===== src/isss_pkg.sv =====
//==============================================================================
// isss_pkg
// Shared types, codes and constants of the sweep sequencer.
//==============================================================================
`default_nettype none

package isss_pkg;

    // Default number of sweep slots.
    localparam int SlotsDefault = 4;

    // Request operation codes.
    localparam logic [1:0] OP_START = 2'd0;
    localparam logic [1:0] OP_STOP  = 2'd1;
    localparam logic [1:0] OP_TICK  = 2'd2;

    // Result kinds.
    localparam logic [1:0] KIND_ACCEPT = 2'd0;
    localparam logic [1:0] KIND_REJECT = 2'd1;
    localparam logic [1:0] KIND_NOTE   = 2'd2;

    typedef struct packed {
        logic [1:0]  op;
        logic [1:0]  slot;
        logic [15:0] note_pair;
        logic [15:0] duty_pair;
        logic [15:0] attack_pair;
        logic [15:0] decay_pair;
        logic [15:0] wave_pair;
        logic [15:0] pan_pair;
        logic [7:0]  hold_frames;
        logic [7:0]  release_len;
        logic [7:0]  step_total;
        logic        repeat_req;
    } in_item_t;

    typedef struct packed {
        logic [1:0]        kind;
        logic [1:0]        slot_id;
        logic [7:0]        note;
        logic [7:0]        duration;
        logic [7:0]        release_res;
        logic [7:0]        duty;
        logic [7:0]        attack_vol;
        logic [7:0]        decay_vol;
        logic [7:0]        wave;
        logic signed [7:0] pan;
        logic              last;
    } out_item_t;

    // Stored sweep setup of one slot.
    typedef struct packed {
        logic [15:0] note_ends;
        logic [15:0] duty_ends;
        logic [15:0] attack_ends;
        logic [15:0] decay_ends;
        logic [15:0] wave_ends;
        logic [15:0] pan_ends;
        logic [7:0]  hold_len;
        logic [7:0]  release_store;
        logic [7:0]  step_count;
        logic        loops;
    } slot_cfg_t;

    // Complete content of one slot cell, passed around the ring.
    typedef struct packed {
        logic       active;
        slot_cfg_t  cfg;
        logic [7:0] step_index;
        logic [7:0] frame_count;
    } slot_state_t;

endpackage

`default_nettype wire


===== src/interpolated_sound_sweep_sequencer.sv =====
//==============================================================================
// interpolated_sound_sweep_sequencer
// Bank of linear sweep slots held in a rotating ring of cells.
//==============================================================================
// Usage:
//   Requests enter on in_valid/in_ready with an in_item_t payload; results
//   leave on out_valid/out_ready as out_item_t. A start gives one result
//   (accepted with the claimed slot, or rejected). A stop and an unused op
//   give none. A tick gives one note result per firing slot, in slot order,
//   with last set on the final one.
//   The slots sit in a ring of SLOTS cells that rotates one place per cycle
//   except while the dividers run or a note waits for the output; a request
//   is served by walking the whole ring once, the head cell being examined
//   and updated as it passes. A start or a stop then ends in the done state,
//   which loads the start's result into the output register and returns to
//   idle, where the next request can be taken. For each firing slot of a
//   tick the ring halts while the six serial dividers find 17 quotient bits,
//   and the note is then handed over as the ring moves on.
//   One request is processed at a time; in_ready is low while busy.
//   Reset clears all slots to inactive. When the receiver stalls, the output
//   register holds its result and the ring waits before handing over a note.
//==============================================================================
`default_nettype none

module interpolated_sound_sweep_sequencer #(
    parameter int SLOTS = isss_pkg::SlotsDefault
) (
    input  wire logic               clk,
    input  wire logic               rst_n,
    input  wire logic               in_valid,
    output logic                    in_ready,
    input  wire isss_pkg::in_item_t in_data,
    output logic                    out_valid,
    input  wire logic               out_ready,
    output isss_pkg::out_item_t     out_data
);

    localparam int CW = $clog2(SLOTS + 1);

    typedef enum logic [4:0] {
        ST_IDLE = 5'b00001,
        ST_WALK = 5'b00010,
        ST_DIV  = 5'b00100,
        ST_OUT  = 5'b01000,
        ST_DONE = 5'b10000
    } state_t;

    state_t state_reg, state_next;
    isss_pkg::in_item_t req_reg, req_next;
    logic [CW-1:0] pos_reg, pos_next;
    logic found_reg, found_next;
    logic [1:0] found_id_reg, found_id_next;
    logic any_reg, any_next;
    isss_pkg::out_item_t obuf_reg, obuf_next;
    logic ovalid_reg, ovalid_next;
    isss_pkg::out_item_t note_reg, note_next;
    logic note_pend_reg, note_pend_next;

    isss_pkg::slot_state_t cell_q [SLOTS];
    isss_pkg::slot_state_t cell_d [SLOTS];
    isss_pkg::slot_state_t head_new;
    logic shift;

    logic div_start;
    logic [5:0] div_done;
    logic [7:0] div_res [6];
    logic [15:0] div_pair [6];

    // Ring of cells: each takes its neighbor; the last takes the updated head.
    for (genvar g = 0; g < SLOTS; g++)
    begin : g_cell
        if (g == SLOTS - 1)
        begin : g_tail
            assign cell_d[g] = head_new;
        end
        else
        begin : g_mid
            assign cell_d[g] = cell_q[g+1];
        end
        isss_cell u_cell (
            .clk   (clk),
            .rst_n (rst_n),
            .shift (shift),
            .d     (cell_d[g]),
            .q     (cell_q[g])
        );
    end

    // Six interpolators working on the head cell.
    assign div_pair[0] = cell_q[0].cfg.note_ends;
    assign div_pair[1] = cell_q[0].cfg.duty_ends;
    assign div_pair[2] = cell_q[0].cfg.attack_ends;
    assign div_pair[3] = cell_q[0].cfg.decay_ends;
    assign div_pair[4] = cell_q[0].cfg.wave_ends;
    assign div_pair[5] = cell_q[0].cfg.pan_ends;

    for (genvar k = 0; k < 6; k++)
    begin : g_div
        isss_lerp u_lerp (
            .clk       (clk),
            .rst_n     (rst_n),
            .start     (div_start),
            .pair      (div_pair[k]),
            .is_signed (k == 5),
            .step      (cell_q[0].step_index),
            .total     (cell_q[0].cfg.step_count),
            .done      (div_done[k]),
            .result    (div_res[k])
        );
    end

    logic out_free;
    logic [7:0] fc_inc;
    logic fire;
    logic [1:0] pos_id;
    logic [7:0] st_inc;

    always_comb
    begin
        state_next     = state_reg;
        req_next       = req_reg;
        pos_next       = pos_reg;
        found_next     = found_reg;
        found_id_next  = found_id_reg;
        any_next       = any_reg;
        obuf_next      = obuf_reg;
        ovalid_next    = ovalid_reg;
        note_next      = note_reg;
        note_pend_next = note_pend_reg;
        head_new       = cell_q[0];
        shift          = 1'b0;
        div_start      = 1'b0;
        out_free       = !ovalid_reg || out_ready;
        fc_inc         = cell_q[0].frame_count + 8'd1;
        fire           = cell_q[0].active && !(fc_inc < cell_q[0].cfg.hold_len);
        pos_id         = 2'(pos_reg);
        st_inc         = cell_q[0].step_index + 8'd1;

        if (ovalid_reg && out_ready)
        begin
            ovalid_next = 1'b0;
        end

        unique case (state_reg)
            ST_IDLE:
            begin
                if (in_valid)
                begin
                    req_next   = in_data;
                    pos_next   = '0;
                    found_next = 1'b0;
                    any_next   = 1'b0;
                    found_id_next = '0;
                    state_next = ST_WALK;
                end
            end
            ST_WALK:
            begin
                if (pos_reg == CW'(SLOTS))
                begin
                    state_next = ST_DONE;
                end
                else
                begin
                    case (req_reg.op)
                        isss_pkg::OP_START:
                        begin
                            if (!found_reg && !cell_q[0].active && req_reg.step_total != 8'd0)
                            begin
                                found_next    = 1'b1;
                                found_id_next = pos_id;
                                head_new.active = 1'b1;
                                head_new.step_index  = '0;
                                head_new.frame_count = '0;
                                head_new.cfg.note_ends   = req_reg.note_pair;
                                head_new.cfg.duty_ends   = req_reg.duty_pair;
                                head_new.cfg.attack_ends = req_reg.attack_pair;
                                head_new.cfg.decay_ends  = req_reg.decay_pair;
                                head_new.cfg.wave_ends   = req_reg.wave_pair;
                                head_new.cfg.pan_ends    = req_reg.pan_pair;
                                head_new.cfg.hold_len    = req_reg.hold_frames;
                                head_new.cfg.release_store = req_reg.release_len;
                                head_new.cfg.step_count  = req_reg.step_total;
                                head_new.cfg.loops       = req_reg.repeat_req;
                            end
                            shift    = 1'b1;
                            pos_next = pos_reg + CW'(1);
                        end
                        isss_pkg::OP_STOP:
                        begin
                            if (int'(req_reg.slot) == int'(pos_reg))
                            begin
                                head_new.active = 1'b0;
                            end
                            shift    = 1'b1;
                            pos_next = pos_reg + CW'(1);
                        end
                        isss_pkg::OP_TICK:
                        begin
                            if (fire)
                            begin
                                div_start  = 1'b1;
                                state_next = ST_DIV;
                            end
                            else
                            begin
                                if (cell_q[0].active)
                                begin
                                    head_new.frame_count = fc_inc;
                                end
                                shift    = 1'b1;
                                pos_next = pos_reg + CW'(1);
                            end
                        end
                        default:
                        begin
                            shift    = 1'b1;
                            pos_next = pos_reg + CW'(1);
                        end
                    endcase
                end
            end
            ST_DIV:
            begin
                if (div_done[0])
                begin
                    state_next = ST_OUT;
                end
            end
            ST_OUT:
            begin
                // Emit the previously held note, keep the new one pending.
                if (!note_pend_reg || out_free)
                begin
                    if (note_pend_reg)
                    begin
                        obuf_next   = note_reg;
                        ovalid_next = 1'b1;
                    end
                    note_next.kind        = isss_pkg::KIND_NOTE;
                    note_next.slot_id     = pos_id;
                    note_next.note        = div_res[0];
                    note_next.duration    = cell_q[0].cfg.hold_len;
                    note_next.release_res = (st_inc == cell_q[0].cfg.step_count
                                             && !cell_q[0].cfg.loops)
                                            ? cell_q[0].cfg.release_store : 8'd0;
                    note_next.duty        = div_res[1];
                    note_next.attack_vol  = div_res[2];
                    note_next.decay_vol   = div_res[3];
                    note_next.wave        = div_res[4];
                    note_next.pan         = div_res[5];
                    note_next.last        = 1'b0;
                    note_pend_next = 1'b1;
                    any_next = 1'b1;
                    head_new.frame_count = '0;
                    head_new.step_index  = st_inc;
                    if (!(st_inc < cell_q[0].cfg.step_count))
                    begin
                        if (cell_q[0].cfg.loops)
                        begin
                            head_new.step_index = '0;
                        end
                        else
                        begin
                            head_new.active = 1'b0;
                        end
                    end
                    shift      = 1'b1;
                    pos_next   = pos_reg + CW'(1);
                    state_next = ST_WALK;
                end
            end
            ST_DONE:
            begin
                if (out_free)
                begin
                    if (req_reg.op == isss_pkg::OP_START)
                    begin
                        obuf_next = '0;
                        obuf_next.kind = found_reg ? isss_pkg::KIND_ACCEPT
                                                   : isss_pkg::KIND_REJECT;
                        obuf_next.slot_id = found_reg ? found_id_reg : 2'd0;
                        obuf_next.last = 1'b1;
                        ovalid_next = 1'b1;
                    end
                    else if (note_pend_reg)
                    begin
                        obuf_next = note_reg;
                        obuf_next.last = 1'b1;
                        ovalid_next = 1'b1;
                    end
                    note_pend_next = 1'b0;
                    state_next = ST_IDLE;
                end
            end
            default:
            begin
                state_next = ST_IDLE;
            end
        endcase
    end

    always_ff @(posedge clk or negedge rst_n)
    begin
        if (!rst_n)
        begin
            state_reg     <= ST_IDLE;
            ovalid_reg    <= 1'b0;
            note_pend_reg <= 1'b0;
            pos_reg       <= '0;
            found_reg     <= 1'b0;
            any_reg       <= 1'b0;
        end
        else
        begin
            state_reg     <= state_next;
            ovalid_reg    <= ovalid_next;
            note_pend_reg <= note_pend_next;
            pos_reg       <= pos_next;
            found_reg     <= found_next;
            any_reg       <= any_next;
        end
    end

    always_ff @(posedge clk)
    begin
        req_reg      <= req_next;
        found_id_reg <= found_id_next;
        obuf_reg     <= obuf_next;
        note_reg     <= note_next;
    end

    assign in_ready  = (state_reg == ST_IDLE);
    assign out_valid = ovalid_reg;
    assign out_data  = obuf_reg;

    // A pending note exists only after some slot fired during this tick.
    assert property (@(posedge clk) disable iff (!rst_n)
        note_pend_reg |-> any_reg)
        else $error("pending note without a firing slot");

    // The walk position never passes the ring length.
    assert property (@(posedge clk) disable iff (!rst_n)
        pos_reg <= CW'(SLOTS))
        else $error("ring position out of range");

    // Dividers finish only while waiting for them.
    assert property (@(posedge clk) disable iff (!rst_n)
        div_done[0] |-> state_reg == ST_DIV)
        else $error("divider result outside divide state");

    // A new request is only taken when idle and no note is held back.
    assert property (@(posedge clk) disable iff (!rst_n)
        (in_valid && in_ready) |-> !note_pend_reg)
        else $error("request accepted with a pending note");

endmodule

`default_nettype wire


===== src/isss_cell.sv =====
//==============================================================================
// isss_cell
// One slot cell of the rotating ring; loads either its neighbor or an update.
//==============================================================================
`default_nettype none

module isss_cell (
    input  wire logic                 clk,
    input  wire logic                 rst_n,
    input  wire logic                 shift,
    input  wire isss_pkg::slot_state_t d,
    output isss_pkg::slot_state_t     q
);

    isss_pkg::slot_state_t state_reg;
    isss_pkg::slot_state_t state_next;

    // Hold or take the value handed in by the neighbor.
    always_comb
    begin
        state_next = state_reg;
        if (shift)
        begin
            state_next = d;
        end
    end

    // The active flag, the counters and the stored setup all get a reset value.
    always_ff @(posedge clk or negedge rst_n)
    begin
        if (!rst_n)
        begin
            state_reg.active      <= 1'b0;
            state_reg.step_index  <= '0;
            state_reg.frame_count <= '0;
            state_reg.cfg         <= '0;
        end
        else
        begin
            state_reg <= state_next;
        end
    end

    assign q = state_reg;

endmodule

`default_nettype wire


===== src/isss_lerp.sv =====
//==============================================================================
// isss_lerp
// Serial restoring divider: one interpolated byte, one quotient bit a cycle.
//==============================================================================
`default_nettype none

module isss_lerp (
    input  wire logic       clk,
    input  wire logic       rst_n,
    input  wire logic       start,
    input  wire logic [15:0] pair,
    input  wire logic       is_signed,
    input  wire logic [7:0] step,
    input  wire logic [7:0] total,
    output logic            done,
    output logic [7:0]      result
);

    // |(b-a)*step| < 2^16, so 17 quotient bits are enough.
    localparam int QW = 17;

    logic            busy_reg, busy_next;
    logic [4:0]      cnt_reg, cnt_next;
    logic [QW-1:0]   num_reg, num_next;
    logic [7:0]      den_reg, den_next;
    logic [8:0]      rem_reg, rem_next;
    logic            neg_reg, neg_next;
    logic signed [9:0] a_reg, a_next;
    logic            one_reg, one_next;
    logic            done_reg, done_next;
    logic [7:0]      res_reg, res_next;

    logic signed [9:0]  a_w, b_w, diff_w;
    logic signed [18:0] prod_w;
    logic [18:0]        mag_w;
    logic [9:0]         trial_w;
    logic [QW-1:0]      q_w;
    logic signed [18:0] r_w;

    always_comb
    begin
        a_w = is_signed ? {{2{pair[7]}}, pair[7:0]} : {2'b00, pair[7:0]};
        b_w = is_signed ? {{2{pair[15]}}, pair[15:8]} : {2'b00, pair[15:8]};
        diff_w = b_w - a_w;
        prod_w = 19'(diff_w) * $signed({11'd0, step});
        mag_w = prod_w[18] ? 19'(-prod_w) : prod_w;

        busy_next = busy_reg;
        cnt_next  = cnt_reg;
        num_next  = num_reg;
        den_next  = den_reg;
        rem_next  = rem_reg;
        neg_next  = neg_reg;
        a_next    = a_reg;
        one_next  = one_reg;
        done_next = 1'b0;
        res_next  = res_reg;
        trial_w   = {rem_reg, num_reg[QW-1]} - {2'b00, den_reg};
        q_w       = '0;
        r_w       = '0;

        if (start)
        begin
            busy_next = 1'b1;
            cnt_next  = 5'(QW);
            num_next  = mag_w[QW-1:0];
            den_next  = total - 8'd1;
            rem_next  = '0;
            neg_next  = prod_w[18];
            a_next    = a_w;
            one_next  = (total <= 8'd1);
        end
        else if (busy_reg)
        begin
            // One shift-subtract step.
            if (!trial_w[9])
            begin
                rem_next = trial_w[8:0];
                num_next = {num_reg[QW-2:0], 1'b1};
            end
            else
            begin
                rem_next = {rem_reg[7:0], num_reg[QW-1]};
                num_next = {num_reg[QW-2:0], 1'b0};
            end
            cnt_next = cnt_reg - 5'd1;
            if (cnt_reg == 5'd1)
            begin
                busy_next = 1'b0;
                done_next = 1'b1;
                q_w = num_next;
                r_w = neg_reg ? -$signed({2'b00, q_w}) : $signed({2'b00, q_w});
                res_next = one_reg ? a_reg[7:0] : 8'(19'(a_reg) + r_w);
            end
        end
    end

    always_ff @(posedge clk or negedge rst_n)
    begin
        if (!rst_n)
        begin
            busy_reg <= 1'b0;
            done_reg <= 1'b0;
            cnt_reg  <= '0;
        end
        else
        begin
            busy_reg <= busy_next;
            done_reg <= done_next;
            cnt_reg  <= cnt_next;
        end
    end

    always_ff @(posedge clk)
    begin
        num_reg <= num_next;
        den_reg <= den_next;
        rem_reg <= rem_next;
        neg_reg <= neg_next;
        a_reg   <= a_next;
        one_reg <= one_next;
        res_reg <= res_next;
    end

    assign done   = done_reg;
    assign result = res_reg;

endmodule

`default_nettype wire


===== config.mk =====
export PLATFORM = sky130hd
export DESIGN_NAME = interpolated_sound_sweep_sequencer
export DESIGN_NICKNAME = d
export VERILOG_FILES = /design/src/isss_pkg.sv /design/src/interpolated_sound_sweep_sequencer.sv /design/src/isss_cell.sv /design/src/isss_lerp.sv
export SDC_FILE = /design/constraint.sdc
export NUM_CORES = 2
export LEC_CHECK = 0
export ABC_AREA = 0
export ABC_CLOCK_PERIOD_IN_PS = 20500
export BUFFER_PORTS_ARGS = -buffer_cell sky130_fd_sc_hd__buf_2
export CAP_MARGIN = 10
export CORE_UTILIZATION = 58
export CTS_CLUSTER_SIZE = 25
export DETAILED_ROUTE_END_ITERATION = 12
export PLACE_DENSITY = 0.75
export SETUP_SLACK_MARGIN = 0.5
export SLEW_MARGIN = 5
export SYNTH_ARGS = -nofsm -noshare
export SYNTH_HDL_FRONTEND = slang
export SYNTH_SLANG_ARGS = --single-unit

===== constraint.sdc =====
create_clock -name clk -period 20.5 [get_ports clk]
set_input_delay 0 -clock clk [delete_from_list [all_inputs] [get_ports clk]]
set_output_delay 0 -clock clk [all_outputs]
set_load 0.005 [all_outputs]

==> results.yml <==
outcome:
  status: "completed"
synth:
  synthMuxAreaShare: 0.0250
  synth_edf_count: 475
  synth_async_sr_flop_share: 0.531
  synth-seq-area-share: 0.439
  syn-num-nets: 7959
  yosys_warnings: 0
  yosys_most_used_dff: "dfrtp_1"
  synthXorXnorAreaFrac: 0.0455
  synth_top_family_by_area: "adder cells"
  synthAdderAreaFrac: 0.182
  synth.avg_cell_area_um2: 9.80
  synth_cell_types: 91
  synth_compound_area_frac: 0.0837
  synth_seq_cells: 1129
  synthCells: 7052
  syn_area_um2: 69100
  synth-simple-area-share: 0.168
cells_and_area:
  final_common_cell: "nand2_1"
  layout_common_cells: "nand2_1, inv_1, dfrtp_1"
  finalNonFillerCells: 9030
  register_area_um2: 30400
  largest_reg_flops: 552
  final_nets: 8298
  drive_gt1_frac: 0.0713
  fillerInstances: 8931
  syn_to_final_growth_pct: 12.6
  multi_input_area_um2: 34900
timing:
  finalHoldWorstSlack_ns: 0.0294
  worst_slew_pin_slew_ns: 1.16
  finalHoldViolCount: 0
  fin_crit_ns: 8.32
  post-route-period-util: 0.406
  rsz0062_at_grt: "false"
  slew_violations: 0
  finalClockSkew_ns: 0.0409
  finalSetupViolCount: 0
  setup_slack_ns: 12.18
  finalSetupTns_ns: 0
  relSlewSlack: 0.227
  fmax_mhz: 120
job:
  maxCapViolCount: 0
die:
  die_x_um: 347
  num_rows: 126
  die_h_um: 347
  num_io_pins: 200
  dieArea_um2: 121000
  core_area_um2: 118000
  start_util: 0.585
setup_path:
  worstSetupPathType: "reg2reg"
  critPathMaxFanout: 16
  arrival_ns: 8.81
  critPathMaxStageDelay_ns: 0.79
  cp.required_ns: 20.99
  worstSetupStartpointType: "flop"
  critPathSlowestCell: "or4b_1"
  endpoint_kind: "flop"
clocking:
  cts.sinks: 1129
  postCtsSetupBuffers: 0
  clock_latency_ns: 0.75
  htreeDepth: 3
  ctsResizeCount: 0
  clkTransAtPathRegs_ns: 0.07
  clock_path_buffers: 3
  cts_buffers: 115
  root_buffer: "clkbuf_16"
  cts_tree: "built"
global_route:
  grt_usage: 0.275
  grt_max_degree: 147
  antenna_found_initial: 3
  overflow: 0
  grt_pass1_vias: 49777
  grt_pass1_wl_um: 264000
min_path:
  holdCritPathClass: "in2reg"
route:
  routedWlPerCell_um: 18.2
  routed_via_density: 5.54
  wl_um: 165000
  num_vias: 50042
  ant_nets: 0
  drc_errors: 0
  drt_iter0_drc: 3898
  firstDrtPassIters: 7
placement:
  routabilityCongestion: 0.886
  dp_slack_ns: 12.19
  portBuffers: 199
  place_inst: 8569
  dpl.hpwl_um: 113000
[worst max-delay path: cells and delay by family (launching register included)]
family	cells	cell delay (ns)
DFF	1	0.45
and+or+nand+nor	4	1.17
muxes	1	0.27
xor gates and xnor gates	2	0.78
AOI/OAI and AO/OA	11	2.46
adders and majority gates	6	2.67
buffers and inverters	4	0.24
[Yosys cell counts (18+ instances only)]
| master | number | area, um^2 |
|---|---|---|
| nand2_1 | 1742 | 6540 |
| o21ai_0 | 399 | 2000 |
| a21o_1 | 55 | 413 |
| a21oi_1 | 166 | 831 |
| dfrtp_1 | 599 | 15000 |
| o211ai_1 | 19 | 143 |
| edfxtp_1 | 475 | 14300 |
| nor2_1 | 231 | 867 |
| xor2_1 | 132 | 1160 |
| and3_1 | 23 | 144 |
| o21ai_1 | 49 | 245 |
| nand2b_1 | 92 | 576 |
| o31ai_1 | 18 | 135 |
| nor3_1 | 59 | 295 |
| o21bai_1 | 20 | 150 |
| or3_1 | 21 | 131 |
| o21a_1 | 35 | 263 |
| inv_1 | 753 | 2830 |
| buf_2 | 75 | 375 |
| fa_1 | 376 | 7530 |
| nor4_1 | 26 | 163 |
| a211oi_1 | 59 | 443 |
| xnor2_1 | 225 | 1970 |
| nor2b_1 | 102 | 638 |
| dfxtp_1 | 54 | 1080 |
| nand3_1 | 38 | 190 |
| clkbuf_1 | 186 | 698 |
| mux2i_1 | 148 | 1480 |
| mux2_2 | 22 | 248 |
| ha_1 | 402 | 5030 |
| and2_1 | 223 | 1400 |
[final timing paths]
| path | start | to | slack [ns] | cells past startpoint |
|---|---|---|---|---|
| min | in_data[79] | req_reg[79] | 0.03 | 2 |
| max | g_cell[0].u_cell.q[42] | g_div[5].u_lerp.num_reg[12] | 12.18 | 28 |
| min in group asynchronous | rst_n | state_reg[0] | 0.39 | 3 |
| min reg2reg | g_div[0].u_lerp.result[5] | note_reg[62] | 0.42 | 0 |
| max reg2reg | g_cell[0].u_cell.q[42] | g_div[5].u_lerp.num_reg[12] | 12.18 | 28 |
| max in group asynchronous | rst_n | g_cell[1].u_cell.q[87] | 17.49 | 6 |
[final cells by class]
type / count / area share
well taps: 1536 / 0.0247
clock buffers: 158 / 0.0426
inverters: 755 / 0.0365
diodes: 1 / 0.0000321
clock inverters: 61 / 0.00836
multi-input cells: 4897 / 0.448
repair buffers: 493 / 0.0494
flip-flops and latches: 1129 / 0.390
[layer usage]
| metal | track usage | part of all wire |
|---|---|---|
| met1 | 0.379 | 0.43 |
| met3 | 0.0431 | 0.065 |
| met4 | 0.0949 | 0.035 |
| met2 | 0.446 | 0.47 |
| met5 | 0 | 0.000079 |
[through the flow]
stage	utilization	instance area [um^2]
floorplan	-	69100
global placement	0.605	71500
detailed placement	0.605	71500
CTS	0.659	77800
global route	0.659	77900
finish	0.659	77900
[logic make-up after synthesis]
family,after synthesis
flops,1129
mux,170
buf+inv,1026
compound gates,955
xor+xnor,358
simple gates,2636
fa+ha+maj,778
[what timing repair did]
action,CTS,global route
hold endpoints to repair,236,2
setup endpoints to repair,0,0
hold buffers,238,2
Power is not shown: default switching activity piles up to over one toggle a cycle in this logic, so the estimate is an artifact.
